$ cat src/sv/j2k_cal_pkg.sv
// Package for the J2000 seconds / calendar converter.
// Request and response structs, sequencer states and the constants.
// No dependencies.
package j2k_cal_pkg;

   typedef struct packed {
      logic        kind;
      logic [31:0] seconds_in;
      logic [29:0] nanoseconds_in;
      logic [23:0] date_bcd;
      logic [21:0] time_bcd;
   } req_type;

   typedef struct packed {
      logic        ok;
      logic [7:0]  year_offset;
      logic [3:0]  month_out;
      logic [4:0]  day_out;
      logic [4:0]  hour_out;
      logic [5:0]  minute_out;
      logic [5:0]  second_out;
      logic [31:0] seconds_out;
      logic [29:0] nanoseconds_out;
   } rsp_type;

   typedef enum logic [3:0] {
      ST_IDLE,
      ST_SET,      // time-of-day split and date steps, one per cycle
      ST_GET,      // get steps
      ST_DONE
   } state_type;

   localparam logic        KIND_SET    = 1'b0;
   localparam logic        KIND_GET    = 1'b1;
   localparam logic [29:0] NS_SHIFT    = 30'd184000000;
   localparam logic [31:0] SEC_TO_MIDN = 32'd43136;
   localparam logic [31:0] SEC_PER_DAY = 32'd86400;

   localparam logic [31:0] SEC_PER_HOUR = 32'd3600;
   localparam logic [31:0] SEC_PER_MIN  = 32'd60;
   localparam logic [31:0] JD_Y2K       = 32'd2451545;
   localparam logic [31:0] JD_SHIFT     = 32'd68569;
   localparam logic [31:0] JD_BASE      = 32'd32075;
   localparam logic [31:0] DIV_CYCLE    = 32'd146097;
   localparam logic [31:0] DIV_YEAR     = 32'd1461001;
   localparam logic [31:0] DIV_MONTH    = 32'd2447;
   localparam logic [31:0] DIV_DAY      = 32'd80;
   localparam logic [31:0] DIV_MSEL     = 32'd11;
   localparam logic [31:0] DIV_MON12    = 32'd12;
   localparam logic [31:0] DIV_CENTURY  = 32'd100;

   // floor(2^32 / d): estimate is exact or one low for any 32-bit dividend
   localparam logic [31:0] RCP_DAY     = 32'((64'd1 << 32) / 64'd86400);
   localparam logic [31:0] RCP_HOUR    = 32'((64'd1 << 32) / 64'd3600);
   localparam logic [31:0] RCP_MIN     = 32'((64'd1 << 32) / 64'd60);
   localparam logic [31:0] RCP_CYCLE   = 32'((64'd1 << 32) / 64'd146097);
   localparam logic [31:0] RCP_YEAR    = 32'((64'd1 << 32) / 64'd1461001);
   localparam logic [31:0] RCP_MONTH   = 32'((64'd1 << 32) / 64'd2447);
   localparam logic [31:0] RCP_DAY80   = 32'((64'd1 << 32) / 64'd80);
   localparam logic [31:0] RCP_MSEL    = 32'((64'd1 << 32) / 64'd11);
   localparam logic [31:0] RCP_MON12   = 32'((64'd1 << 32) / 64'd12);
   localparam logic [31:0] RCP_CENTURY = 32'((64'd1 << 32) / 64'd100);

   localparam logic [5:0]  SET_LAST = 6'd35;
   localparam logic [5:0]  GET_LAST = 6'd13;

endpackage

$ cat src/sv/j2000_seconds_calendar_converter_unit.sv
// Top level of the J2000 seconds / calendar converter.
// Uses j2k_cal_pkg for payload structs, states and constants.
//
// Usage:
//   req_ channel carries one transaction: kind 0 sets the time from J2000
//   seconds and returns the calendar date; kind 1 turns BCD calendar words
//   into J2000 seconds (valid only after a set).
//   rsp_ channel returns exactly one transaction per request.
// Sequencing:
//   one shared 32x32 multiplier serves every multiply. Each constant division
//   is a reciprocal estimate, a multiply back and a one-step correction.
//   A set runs the set steps and a get the get steps before rsp_valid;
//   a refused set or a get before any set answers without the steps. The
//   block takes one request at a time: after the response is taken it
//   returns to idle, and req_ready is low meanwhile.
// Reset: synchronous, clears the sequencer and the time-valid flag.
// Stall: the result stays in the output register until rsp_ready; the
//   block takes no new request until then.
module j2000_seconds_calendar_converter_unit (
   input  logic                  clock,
   input  logic                  reset,
   input  logic                  req_valid,
   output logic                  req_ready,
   input  j2k_cal_pkg::req_type  req_data,
   output logic                  rsp_valid,
   input  logic                  rsp_ready,
   output j2k_cal_pkg::rsp_type  rsp_data
);

   j2k_cal_pkg::state_type state_ff, state_in;
   logic        valid_ff, valid_in;
   logic [5:0]  cnt_ff, cnt_in;
   // divider: dividend, quotient estimate and remainder
   logic [31:0] x_ff, x_in;
   logic [31:0] quo_ff, quo_in;
   logic [31:0] rem_ff, rem_in;
   // general registers for the step sequence
   logic [31:0] a_ff, a_in, b_ff, b_in, c_ff, c_in, d_ff, d_in;
   j2k_cal_pkg::req_type req_ff, req_in;
   j2k_cal_pkg::rsp_type rsp_ff, rsp_in;

   // shared unit: a * b + c, full product kept for reciprocal estimates
   logic [31:0] mu_a, mu_b, mu_c, mu_lo;
   logic [63:0] mu_p;
   logic [31:0] dv_den, dv_rcp;

   always_comb begin
      mu_p  = {32'd0, mu_a} * {32'd0, mu_b};
      mu_lo = mu_p[31:0] + mu_c;
   end

   // BCD decode for get
   logic [31:0] g_year, g_mon, g_day, g_hour, g_min, g_sec, g_mshift, g_ycarry;
   logic        g_early;
   always_comb begin
      g_year = 32'(req_ff.date_bcd[23:20]) * 32'd10 + 32'(req_ff.date_bcd[19:16]) + 32'd2000;
      g_mon  = 32'(req_ff.date_bcd[12]) * 32'd10 + 32'(req_ff.date_bcd[11:8]);
      g_day  = 32'(req_ff.date_bcd[5:4]) * 32'd10 + 32'(req_ff.date_bcd[3:0]);
      g_hour = 32'(req_ff.time_bcd[21:20]) * 32'd10 + 32'(req_ff.time_bcd[19:16]);
      g_min  = 32'(req_ff.time_bcd[14:12]) * 32'd10 + 32'(req_ff.time_bcd[11:8]);
      g_sec  = 32'(req_ff.time_bcd[6:4]) * 32'd10 + 32'(req_ff.time_bcd[3:0]);
      // (month - 14) / 12 truncates to -1 for months 0..2, else 0
      g_early  = (g_mon < 32'd3);
      g_ycarry = {31'd0, g_early};
      g_mshift = g_early ? g_mon + 32'd10 : g_mon - 32'd2;
   end

   // divisor and reciprocal for the division running at this step
   always_comb begin
      dv_den = j2k_cal_pkg::SEC_PER_DAY;
      dv_rcp = j2k_cal_pkg::RCP_DAY;
      if (state_ff == j2k_cal_pkg::ST_SET) begin
         case (cnt_ff) inside
            [6'd4:6'd6]: begin
               dv_den = j2k_cal_pkg::SEC_PER_HOUR; dv_rcp = j2k_cal_pkg::RCP_HOUR; end
            [6'd8:6'd10]: begin
               dv_den = j2k_cal_pkg::SEC_PER_MIN; dv_rcp = j2k_cal_pkg::RCP_MIN; end
            [6'd12:6'd14]: begin
               dv_den = j2k_cal_pkg::DIV_CYCLE; dv_rcp = j2k_cal_pkg::RCP_CYCLE; end
            [6'd17:6'd19]: begin
               dv_den = j2k_cal_pkg::DIV_YEAR; dv_rcp = j2k_cal_pkg::RCP_YEAR; end
            [6'd22:6'd24]: begin
               dv_den = j2k_cal_pkg::DIV_MONTH; dv_rcp = j2k_cal_pkg::RCP_MONTH; end
            [6'd26:6'd28]: begin
               dv_den = j2k_cal_pkg::DIV_DAY; dv_rcp = j2k_cal_pkg::RCP_DAY80; end
            [6'd30:6'd32]: begin
               dv_den = j2k_cal_pkg::DIV_MSEL; dv_rcp = j2k_cal_pkg::RCP_MSEL; end
            default: begin
               dv_den = j2k_cal_pkg::SEC_PER_DAY; dv_rcp = j2k_cal_pkg::RCP_DAY; end
         endcase
      end else begin
         case (cnt_ff) inside
            [6'd6:6'd8]: begin
               dv_den = j2k_cal_pkg::DIV_CENTURY; dv_rcp = j2k_cal_pkg::RCP_CENTURY; end
            default: begin
               dv_den = j2k_cal_pkg::DIV_MON12; dv_rcp = j2k_cal_pkg::RCP_MON12; end
         endcase
      end
   end

   // next state
   always_comb begin
      state_in = state_ff;
      case (state_ff)
         j2k_cal_pkg::ST_IDLE: begin
            if (req_valid) begin
               if (req_data.kind != j2k_cal_pkg::KIND_SET) state_in = j2k_cal_pkg::ST_GET;
               else if (req_data.seconds_in == 32'd0 &&
                        req_data.nanoseconds_in < j2k_cal_pkg::NS_SHIFT)
                  state_in = j2k_cal_pkg::ST_DONE;
               else state_in = j2k_cal_pkg::ST_SET;
            end
         end
         j2k_cal_pkg::ST_SET: if (cnt_ff == j2k_cal_pkg::SET_LAST) state_in = j2k_cal_pkg::ST_DONE;
         j2k_cal_pkg::ST_GET: begin
            if (!valid_ff || cnt_ff == j2k_cal_pkg::GET_LAST) state_in = j2k_cal_pkg::ST_DONE;
         end
         j2k_cal_pkg::ST_DONE: if (rsp_ready) state_in = j2k_cal_pkg::ST_IDLE;
         default: state_in = j2k_cal_pkg::ST_IDLE;
      endcase
   end

   // datapath and outputs
   always_comb begin
      valid_in = valid_ff;
      cnt_in   = cnt_ff + 6'd1;
      x_in     = x_ff;
      rem_in   = rem_ff;
      quo_in   = quo_ff;
      a_in = a_ff; b_in = b_ff; c_in = c_ff; d_in = d_ff;
      req_in   = req_ff;
      rsp_in   = rsp_ff;
      mu_a = 32'd0; mu_b = 32'd0; mu_c = 32'd0;

      case (state_ff)
         j2k_cal_pkg::ST_IDLE: begin
            cnt_in = 6'd0;
            req_in = req_data;
            rsp_in = '0;
            if (req_data.nanoseconds_in < j2k_cal_pkg::NS_SHIFT)
               x_in = req_data.seconds_in - 32'd1 + j2k_cal_pkg::SEC_TO_MIDN;
            else
               x_in = req_data.seconds_in + j2k_cal_pkg::SEC_TO_MIDN;
         end
         j2k_cal_pkg::ST_SET: begin
            // a=l, b=n, c=y, d=m
            case (cnt_ff) inside
               6'd0, 6'd4, 6'd8, 6'd12, 6'd17, 6'd22, 6'd26, 6'd30: begin
                  mu_a = x_ff; mu_b = dv_rcp; quo_in = mu_p[63:32];
               end
               6'd1, 6'd5, 6'd9, 6'd13, 6'd18, 6'd23, 6'd27, 6'd31: begin
                  mu_a = quo_ff; mu_b = dv_den; rem_in = x_ff - mu_p[31:0];
               end
               6'd2, 6'd6, 6'd10, 6'd14, 6'd19, 6'd24, 6'd28, 6'd32: begin
                  if (rem_ff >= dv_den) begin
                     quo_in = quo_ff + 32'd1;
                     rem_in = rem_ff - dv_den;
                  end
               end
               6'd3: begin
                  a_in = quo_ff + j2k_cal_pkg::JD_Y2K + j2k_cal_pkg::JD_SHIFT;
                  x_in = rem_ff;
               end
               6'd7: begin
                  rsp_in.hour_out = quo_ff[4:0];
                  x_in = rem_ff;
               end
               6'd11: begin
                  rsp_in.minute_out = quo_ff[5:0];
                  rsp_in.second_out = rem_ff[5:0];
                  mu_a = a_ff; mu_b = 32'd4; x_in = mu_lo;
               end
               6'd15: begin
                  b_in = quo_ff;
                  mu_a = quo_ff; mu_b = j2k_cal_pkg::DIV_CYCLE; mu_c = 32'd3;
                  a_in = a_ff - {2'b00, mu_lo[31:2]};
               end
               6'd16: begin
                  mu_a = a_ff; mu_b = 32'd4000; mu_c = 32'd4000; x_in = mu_lo;
               end
               6'd20: begin
                  c_in = quo_ff;
                  mu_a = quo_ff; mu_b = 32'd1461;
                  a_in = a_ff - {2'b00, mu_lo[31:2]} + 32'd31;
               end
               6'd21: begin
                  mu_a = a_ff; mu_b = 32'd80; x_in = mu_lo;
               end
               6'd25: begin
                  d_in = quo_ff;
                  mu_a = quo_ff; mu_b = j2k_cal_pkg::DIV_MONTH; x_in = mu_lo;
               end
               6'd29: begin
                  rsp_in.day_out = 5'(a_ff - quo_ff);
                  x_in = d_ff;
               end
               6'd33: begin
                  a_in = quo_ff;
                  mu_a = quo_ff; mu_b = 32'd12; d_in = d_ff + 32'd2 - mu_lo;
               end
               6'd34: begin
                  mu_a = b_ff - 32'd49; mu_b = 32'd100; b_in = mu_lo;
               end
               default: begin
                  rsp_in.year_offset = 8'(b_ff + c_ff + a_ff - 32'd2000);
                  rsp_in.month_out   = d_ff[3:0];
                  rsp_in.ok = 1'b1;
                  valid_in  = 1'b1;
               end
            endcase
         end
         j2k_cal_pkg::ST_GET: begin
            // b=jd accumulator, c=seconds, d=scratch
            case (cnt_ff) inside
               6'd0: begin
                  mu_a = g_year + 32'd4800 - g_ycarry; mu_b = 32'd1461;
                  b_in = g_day - j2k_cal_pkg::JD_BASE + {2'b00, mu_lo[31:2]};
               end
               6'd1: begin
                  mu_a = g_mshift; mu_b = 32'd367; x_in = mu_lo;
               end
               6'd2, 6'd6: begin
                  mu_a = x_ff; mu_b = dv_rcp; quo_in = mu_p[63:32];
               end
               6'd3, 6'd7: begin
                  mu_a = quo_ff; mu_b = dv_den; rem_in = x_ff - mu_p[31:0];
               end
               6'd4, 6'd8: begin
                  if (rem_ff >= dv_den) begin
                     quo_in = quo_ff + 32'd1;
                     rem_in = rem_ff - dv_den;
                  end
               end
               6'd5: begin
                  b_in = b_ff + quo_ff;
                  x_in = g_year + 32'd4900 - g_ycarry;
               end
               6'd9: begin
                  mu_a = quo_ff; mu_b = 32'd3; b_in = b_ff - {2'b00, mu_lo[31:2]};
               end
               6'd10: begin
                  mu_a = b_ff - j2k_cal_pkg::JD_Y2K; mu_b = j2k_cal_pkg::SEC_PER_DAY;
                  c_in = mu_lo;
               end
               6'd11: begin
                  mu_a = g_hour; mu_b = 32'd60; mu_c = g_min; d_in = mu_lo;
               end
               6'd12: begin
                  mu_a = d_ff; mu_b = 32'd60; mu_c = g_sec - j2k_cal_pkg::SEC_TO_MIDN;
                  c_in = c_ff + mu_lo;
               end
               default: begin
                  rsp_in.ok = 1'b1;
                  rsp_in.seconds_out = c_ff;
                  rsp_in.nanoseconds_out = j2k_cal_pkg::NS_SHIFT;
               end
            endcase
         end
         default: cnt_in = 6'd0;
      endcase
   end

   always_comb begin
      req_ready = (state_ff == j2k_cal_pkg::ST_IDLE);
      rsp_valid = (state_ff == j2k_cal_pkg::ST_DONE);
      rsp_data  = rsp_ff;
   end

   always_ff @(posedge clock) begin
      if (reset) begin
         state_ff <= j2k_cal_pkg::ST_IDLE;
         valid_ff <= 1'b0;
         cnt_ff   <= 6'd0;
      end else begin
         state_ff <= state_in;
         valid_ff <= valid_in;
         cnt_ff   <= cnt_in;
      end
      x_ff   <= x_in;
      rem_ff <= rem_in;
      quo_ff <= quo_in;
      a_ff <= a_in; b_ff <= b_in; c_ff <= c_in; d_ff <= d_in;
      req_ff <= req_in;
      rsp_ff <= rsp_in;
   end

endmodule
$ cat config.mk
export PLATFORM = sky130hd
export DESIGN_NAME = j2000_seconds_calendar_converter_unit
export DESIGN_NICKNAME = d
export VERILOG_FILES = /design/src/sv/j2k_cal_pkg.sv /design/src/sv/j2000_seconds_calendar_converter_unit.sv
export SDC_FILE = /design/constraint.sdc
export NUM_CORES = 2
export LEC_CHECK = 0
export ABC_AREA = 1
export ABC_CLOCK_PERIOD_IN_PS = 14100
export CAP_MARGIN = 20
export CELL_PAD_IN_SITES_DETAIL_PLACEMENT = 2
export CELL_PAD_IN_SITES_GLOBAL_PLACEMENT = 2
export CORE_ASPECT_RATIO = 1.2
export CORE_UTILIZATION = 36
export CTS_CLUSTER_DIAMETER = 40
export DETAILED_ROUTE_END_ITERATION = 16
export DONT_BUFFER_PORTS = 1
export GPL_TIMING_DRIVEN = 0
export MAX_ROUTING_LAYER = met4
export PLACE_DENSITY_LB_ADDON = 0.08
export SLEW_MARGIN = 5
export SYNTH_ARGS = -nofsm -noshare
export SYNTH_HDL_FRONTEND = slang
export SYNTH_SLANG_ARGS = --single-unit
$ cat constraint.sdc
create_clock -name clock -period 14.1 [get_ports clock]
set_input_delay 2.82 -clock clock [delete_from_list [all_inputs] [get_ports clock]]
set_output_delay 2.82 -clock clock [all_outputs]
set_load 0.02 [all_outputs]
==> metrics.txt, run 1 <==
row cnt 178; GRT Total Usage 0.627; height of the chip 488 um; asr flop ratio synth 0; gpl congestion 1.11; htree depth 3; remaining global-route overflow 17; cell count after synthesis 9710; warnings from Yosys 0; #FFs+latches synth 340; largest net degree at the start of global routing 45; Yosys cell types 87; post-synth top area share 0.226; port buffer count 0; placed wire-length estimate 404000 um; num ports 212; top cells by area, synth fa_1 (23%), edfxtp_1 (14%), ha_1 (11%); Main synth FF type edfxtp_1; synthesized area per cell 7.31 sq um; area leader, netlist fa_1; register area share after synthesis 0.143; root buffer cell clkbuf_16; worst ep type sequential cell input; Max clock buf depth 3; Err [ERROR GRT-0232] Routing congestion too high. Check the congestion heatmap in the GUI.; Crit. endpoint post-GRT repair b_ff[31]$_DFFE_PP_/D; Chip Width 407 um; total CTS buffers 86; initial antenna violation count 94; worst slack, placed -4710 ps; initial core utilization 0.362; clock sink total 340; status did not finish; EDFF count, synth 331; hold buffer count at CTS 0; Syn Std Cell Area 71000 sq um; stopping stage 5_1_grt
## routing by layer
layer	overflow	GRT usage
met1	0	0.618
met2	8	0.875
met3	0	0.315
met4	9	0.633
met5	-	-
## through the flow
step	instance area, sq um	std cells	utilization	TNS, ps
3_3_place_gp	74300	12335	0.379	-442770
2_1_floorplan	71000	9725	-	0
3_5_place_dp	75300	12412	0.384	-353610
4_1_cts	83200	12778	0.425	-778
## kinds of logic after synthesis
kind of cell               share of synthesized area
and+or+nand+nor                                0.209
other                                      0.0000528
DFF                                            0.143
adders and majority gates                      0.334
muxes                                       0.000141
AOI/OAI and AO/OA                              0.157
xor gates and xnor gates                      0.0322
buffers and inverters                          0.125
## what timing repair did
item                                    CTS
pin swaps                               151
resized for setup                       756
endpoints found under the setup margin  147
buffers inserted                        216
## synth_stat cells, types with 35 or more instances
cell type,n
o21ai_1,41
o21ai_0,620
buf_2,65
fa_1,802
nor2_1,1060
nor2_2,35
clkbuf_1,263
a21oi_1,590
edfxtp_1,331
nand4_1,86
nor3_1,87
nand2_2,39
inv_2,39
inv_1,1844
xnor2_1,64
nand3_1,319
nand2_1,1745
a31oi_1,74
buf_4,35
xor2_1,168
o211ai_1,111
o22ai_1,57
or2_2,38
ha_1,610
o221ai_1,124
==> run 2: changes to the inputs <==
ABC_CLOCK_PERIOD_IN_PS = 18350   (was 14100)
CELL_PAD_IN_SITES_DETAIL_PLACEMENT = default   (was 2)
CELL_PAD_IN_SITES_GLOBAL_PLACEMENT = default   (was 2)
CORE_ASPECT_RATIO = default   (was 1.2)
CORE_UTILIZATION = 40   (was 36)
CTS_CLUSTER_DIAMETER = default   (was 40)
MAX_ROUTING_LAYER = default   (was met4)
PLACE_DENSITY_LB_ADDON = 0.15   (was 0.08)
clock period = 18.35 ns   (was 14.1 ns; I/O delays follow)
==> run 2 against run 1 <==
- the flow now finishes without violations
- synthesized cell count did not move
- area after synthesis did not move
==> metrics.txt, run 2 <==
drt drc 0; Die ar. 179000 sq um; Worst path slowest cell clkbuf_1; flop2flop setup slack 70 ps; GRT Total Usage 0.473; total CTS buffers 46 (was 86); Worst VDD drop 0.411 mV; max incr delay on CP 950 ps; Crit Path Max Fanout 10; register area share after synthesis 0.143 (unchanged); Post-DP Area 74900 sq um (was 75300 sq um); clock sink total 340 (unchanged); design area 76900 sq um; max reg flops 68; fmax 54.7 MHz; type of the worst setup path register to register; fin worst setup slack 72.6 ps; htree depth 2 (was 3); synthesized area per cell 7.31 sq um (unchanged); Routed WL per cell 35.4 um; Int Pwr 0.00524 W; pwr dens 189 nW/um^2; Hold Path Depth 2; worst skew pair latency 670 ps; asr flop ratio synth 0 (unchanged); clock share of power 0.071; Setup crit end kind register; first-pass GRT wire length 584000 um; Routed WL 434000 um; Max clock buf depth 3 (unchanged); Pins Over Slew Limit 0; gpl congestion 1.13 (was 1.11); Yosys cell types 87 (unchanged); hold path start valid_ff; num ports 212 (unchanged); worst slack, placed 257 ps (was -4710 ps); status completed (was did not finish); reg2reg path depth 56; P_sw 0.00929 W; setup TNS 0 ps; minimum clock period after layout 18280 ps; initial antenna violation count 66; Syn-to-layout area delta 8.32%; number of global-route vias before repair 71.4k; vias per inst 6.23; LEAKAGE 36.9 nW; initial core utilization 0.403 (was 0.362); largest net degree at the start of global routing 45; Chip Width 423 um (was 407 um); share of layout cells above drive strength 1 0.0572; combinational power share 0.776; placed wire-length estimate 368000 um (was 404000 um); reg-to-reg startpoint cnt_ff[1]; top cells by area, synth fa_1 (23%), edfxtp_1 (14%), ha_1 (11%) (unchanged); WHS 510 ps; RSZ-0062 raised after global routing yes; Syn Std Cell Area 71000 sq um (unchanged); root buffer cell clkbuf_16 (unchanged); area leader, netlist fa_1 (unchanged); Worst EP required 18730 ps; Hold Fails Final Rpt 0; Via Count 76.5k; post-synth top area share 0.226 (unchanged); most frequent cells in the layout inv_1 (1843), nand2_1 (1738), nor2_1 (1057); hold buffer count at CTS 0 (unchanged); port buffer count 0 (unchanged); period utilisation layout 0.996; count leader, synth inv_1 (unchanged); Tot Pwr 0.0145 W; #FFs+latches synth 340 (unchanged); height of the chip 423 um (was 488 um); Final Net Count 11.4k; CP Launch Type register; top cells by count, synth inv_1 (1844), nand2_1 (1745), nor2_1 (1060), fa_1 (802), o21ai_0 (620) (unchanged); TritonRoute pass-1 iters 10; Slew HR 0.0706; reg2reg end a_ff[28]; row cnt 154 (was 178); critical path arrival 18660 ps; most common cell after layout, fill and taps aside inv_1; Net Sw Frac 0.639; clock skew 41.1 ps; warnings from Yosys 0 (unchanged); initial DRC count 11.9k; # setup viols final 0; Final ANT Viol Nets 0; Clock transition at path regs 70 ps; CTS tree built; Main synth FF type edfxtp_1 (unchanged); core area 176000 sq um; max capacitance violation total 0; worst hold path class register to register; worst-margin pin slew 1390 ps; Hold Path Sink valid_ff; remaining global-route overflow 0; Sequential Power Share 0.153; cell mode on critical path ha_1; EDFF count, synth 331 (unchanged); cell count after synthesis 9710 (unchanged)
-- run 2: cell counts after synthesis --
No cell type changed its count.
-- run 2: how the worst max path moves through the flow --
stage	from	endpoint	slack [ps]	cells after the start
floorplan	req_ff[34]	b_ff[31]	5210	80
global placement	cnt_ff[0]	a_ff[28]	-1190	66
detailed placement	cnt_ff[0]	b_ff[31]	260	65
CTS	cnt_ff[0]	b_ff[31]	150	66
global route	req_ff[34]	a_ff[28]	-40	82
finish	cnt_ff[1]	a_ff[28]	70	56
-- run 2: stage by stage --
stage | utilization | std cells
2_1_floorplan | - | 9725
3_3_place_gp | 0.420 | 12065
3_5_place_dp | 0.425 | 12138
4_1_cts | 0.434 | 12224
5_1_grt | 0.436 | 12249
6_report | 0.437 | 12278
-- run 2: layer usage --
layer | track usage | share of wire | vias to the layer above
li1 | - | - | 31684
met1 | 0.636 | 0.40 | 37696
met2 | 0.607 | 0.37 | 5872
met3 | 0.243 | 0.16 | 1173
met4 | 0.238 | 0.061 | 54
met5 | 0.00403 | 0.0013 | -
-- run 2: cell type report --
cell class / instances / area (sq um)
Multi-Input combinational cell: 7081 / 52300
Clock inverter: 33 / 419
Sequential cell: 340 / 10100
Clock buffer: 53 / 1200
Buffer: 397 / 1740
Tap cell: 2340 / 2930
Fill cell: 18668 / 99200
Inverter: 1906 / 7170
Timing Repair Buffer: 89 / 926
Antenna cell: 39 / 97.6
-- run 2: kinds of logic (layout without fill, tap and decap cells) --
group	Yosys count	count (layout)	share of synthesized area
adders and majority gates	1412	1412	0.334
muxes	1	1	0.000141
AOI/OAI and AO/OA	1882	1882	0.157
and+or+nand+nor	3525	3525	0.209
buffers and inverters	2304	2478	0.125
other	1	55	0.0000528
xor gates and xnor gates	245	245	0.0322
DFF	340	340	0.143
-- run 2: power by group through the flow --
stage	logic [W]	clock network [W]	registers, W
2_1_floorplan	0.00666	0	0.00178
3_3_place_gp	0.0103	0	0.00222
3_5_place_dp	0.0106	0	0.00217
4_1_cts	0.0106	0.00102	0.00216
5_1_grt	0.0119	0.00104	0.00219
6_report	0.0113	0.00103	0.00222
-- run 2: timing repair --
item	4_1_cts	5_1_grt
setup buffers	0	5
endpoints found under the setup margin	0	23
resized for setup	0	34
-- run 2: critical path, delay by kind of cell (launching register included) --
kind | cells | cell delay [ps]
xor gates and xnor gates | 3 | 1890
DFF | 1 | 370
adders and majority gates | 12 | 4580
AOI/OAI and AO/OA | 9 | 2720
and+or+nand+nor | 23 | 5810
buffers and inverters | 9 | 2550
Note: power is estimated with default switching activity, not from simulation.
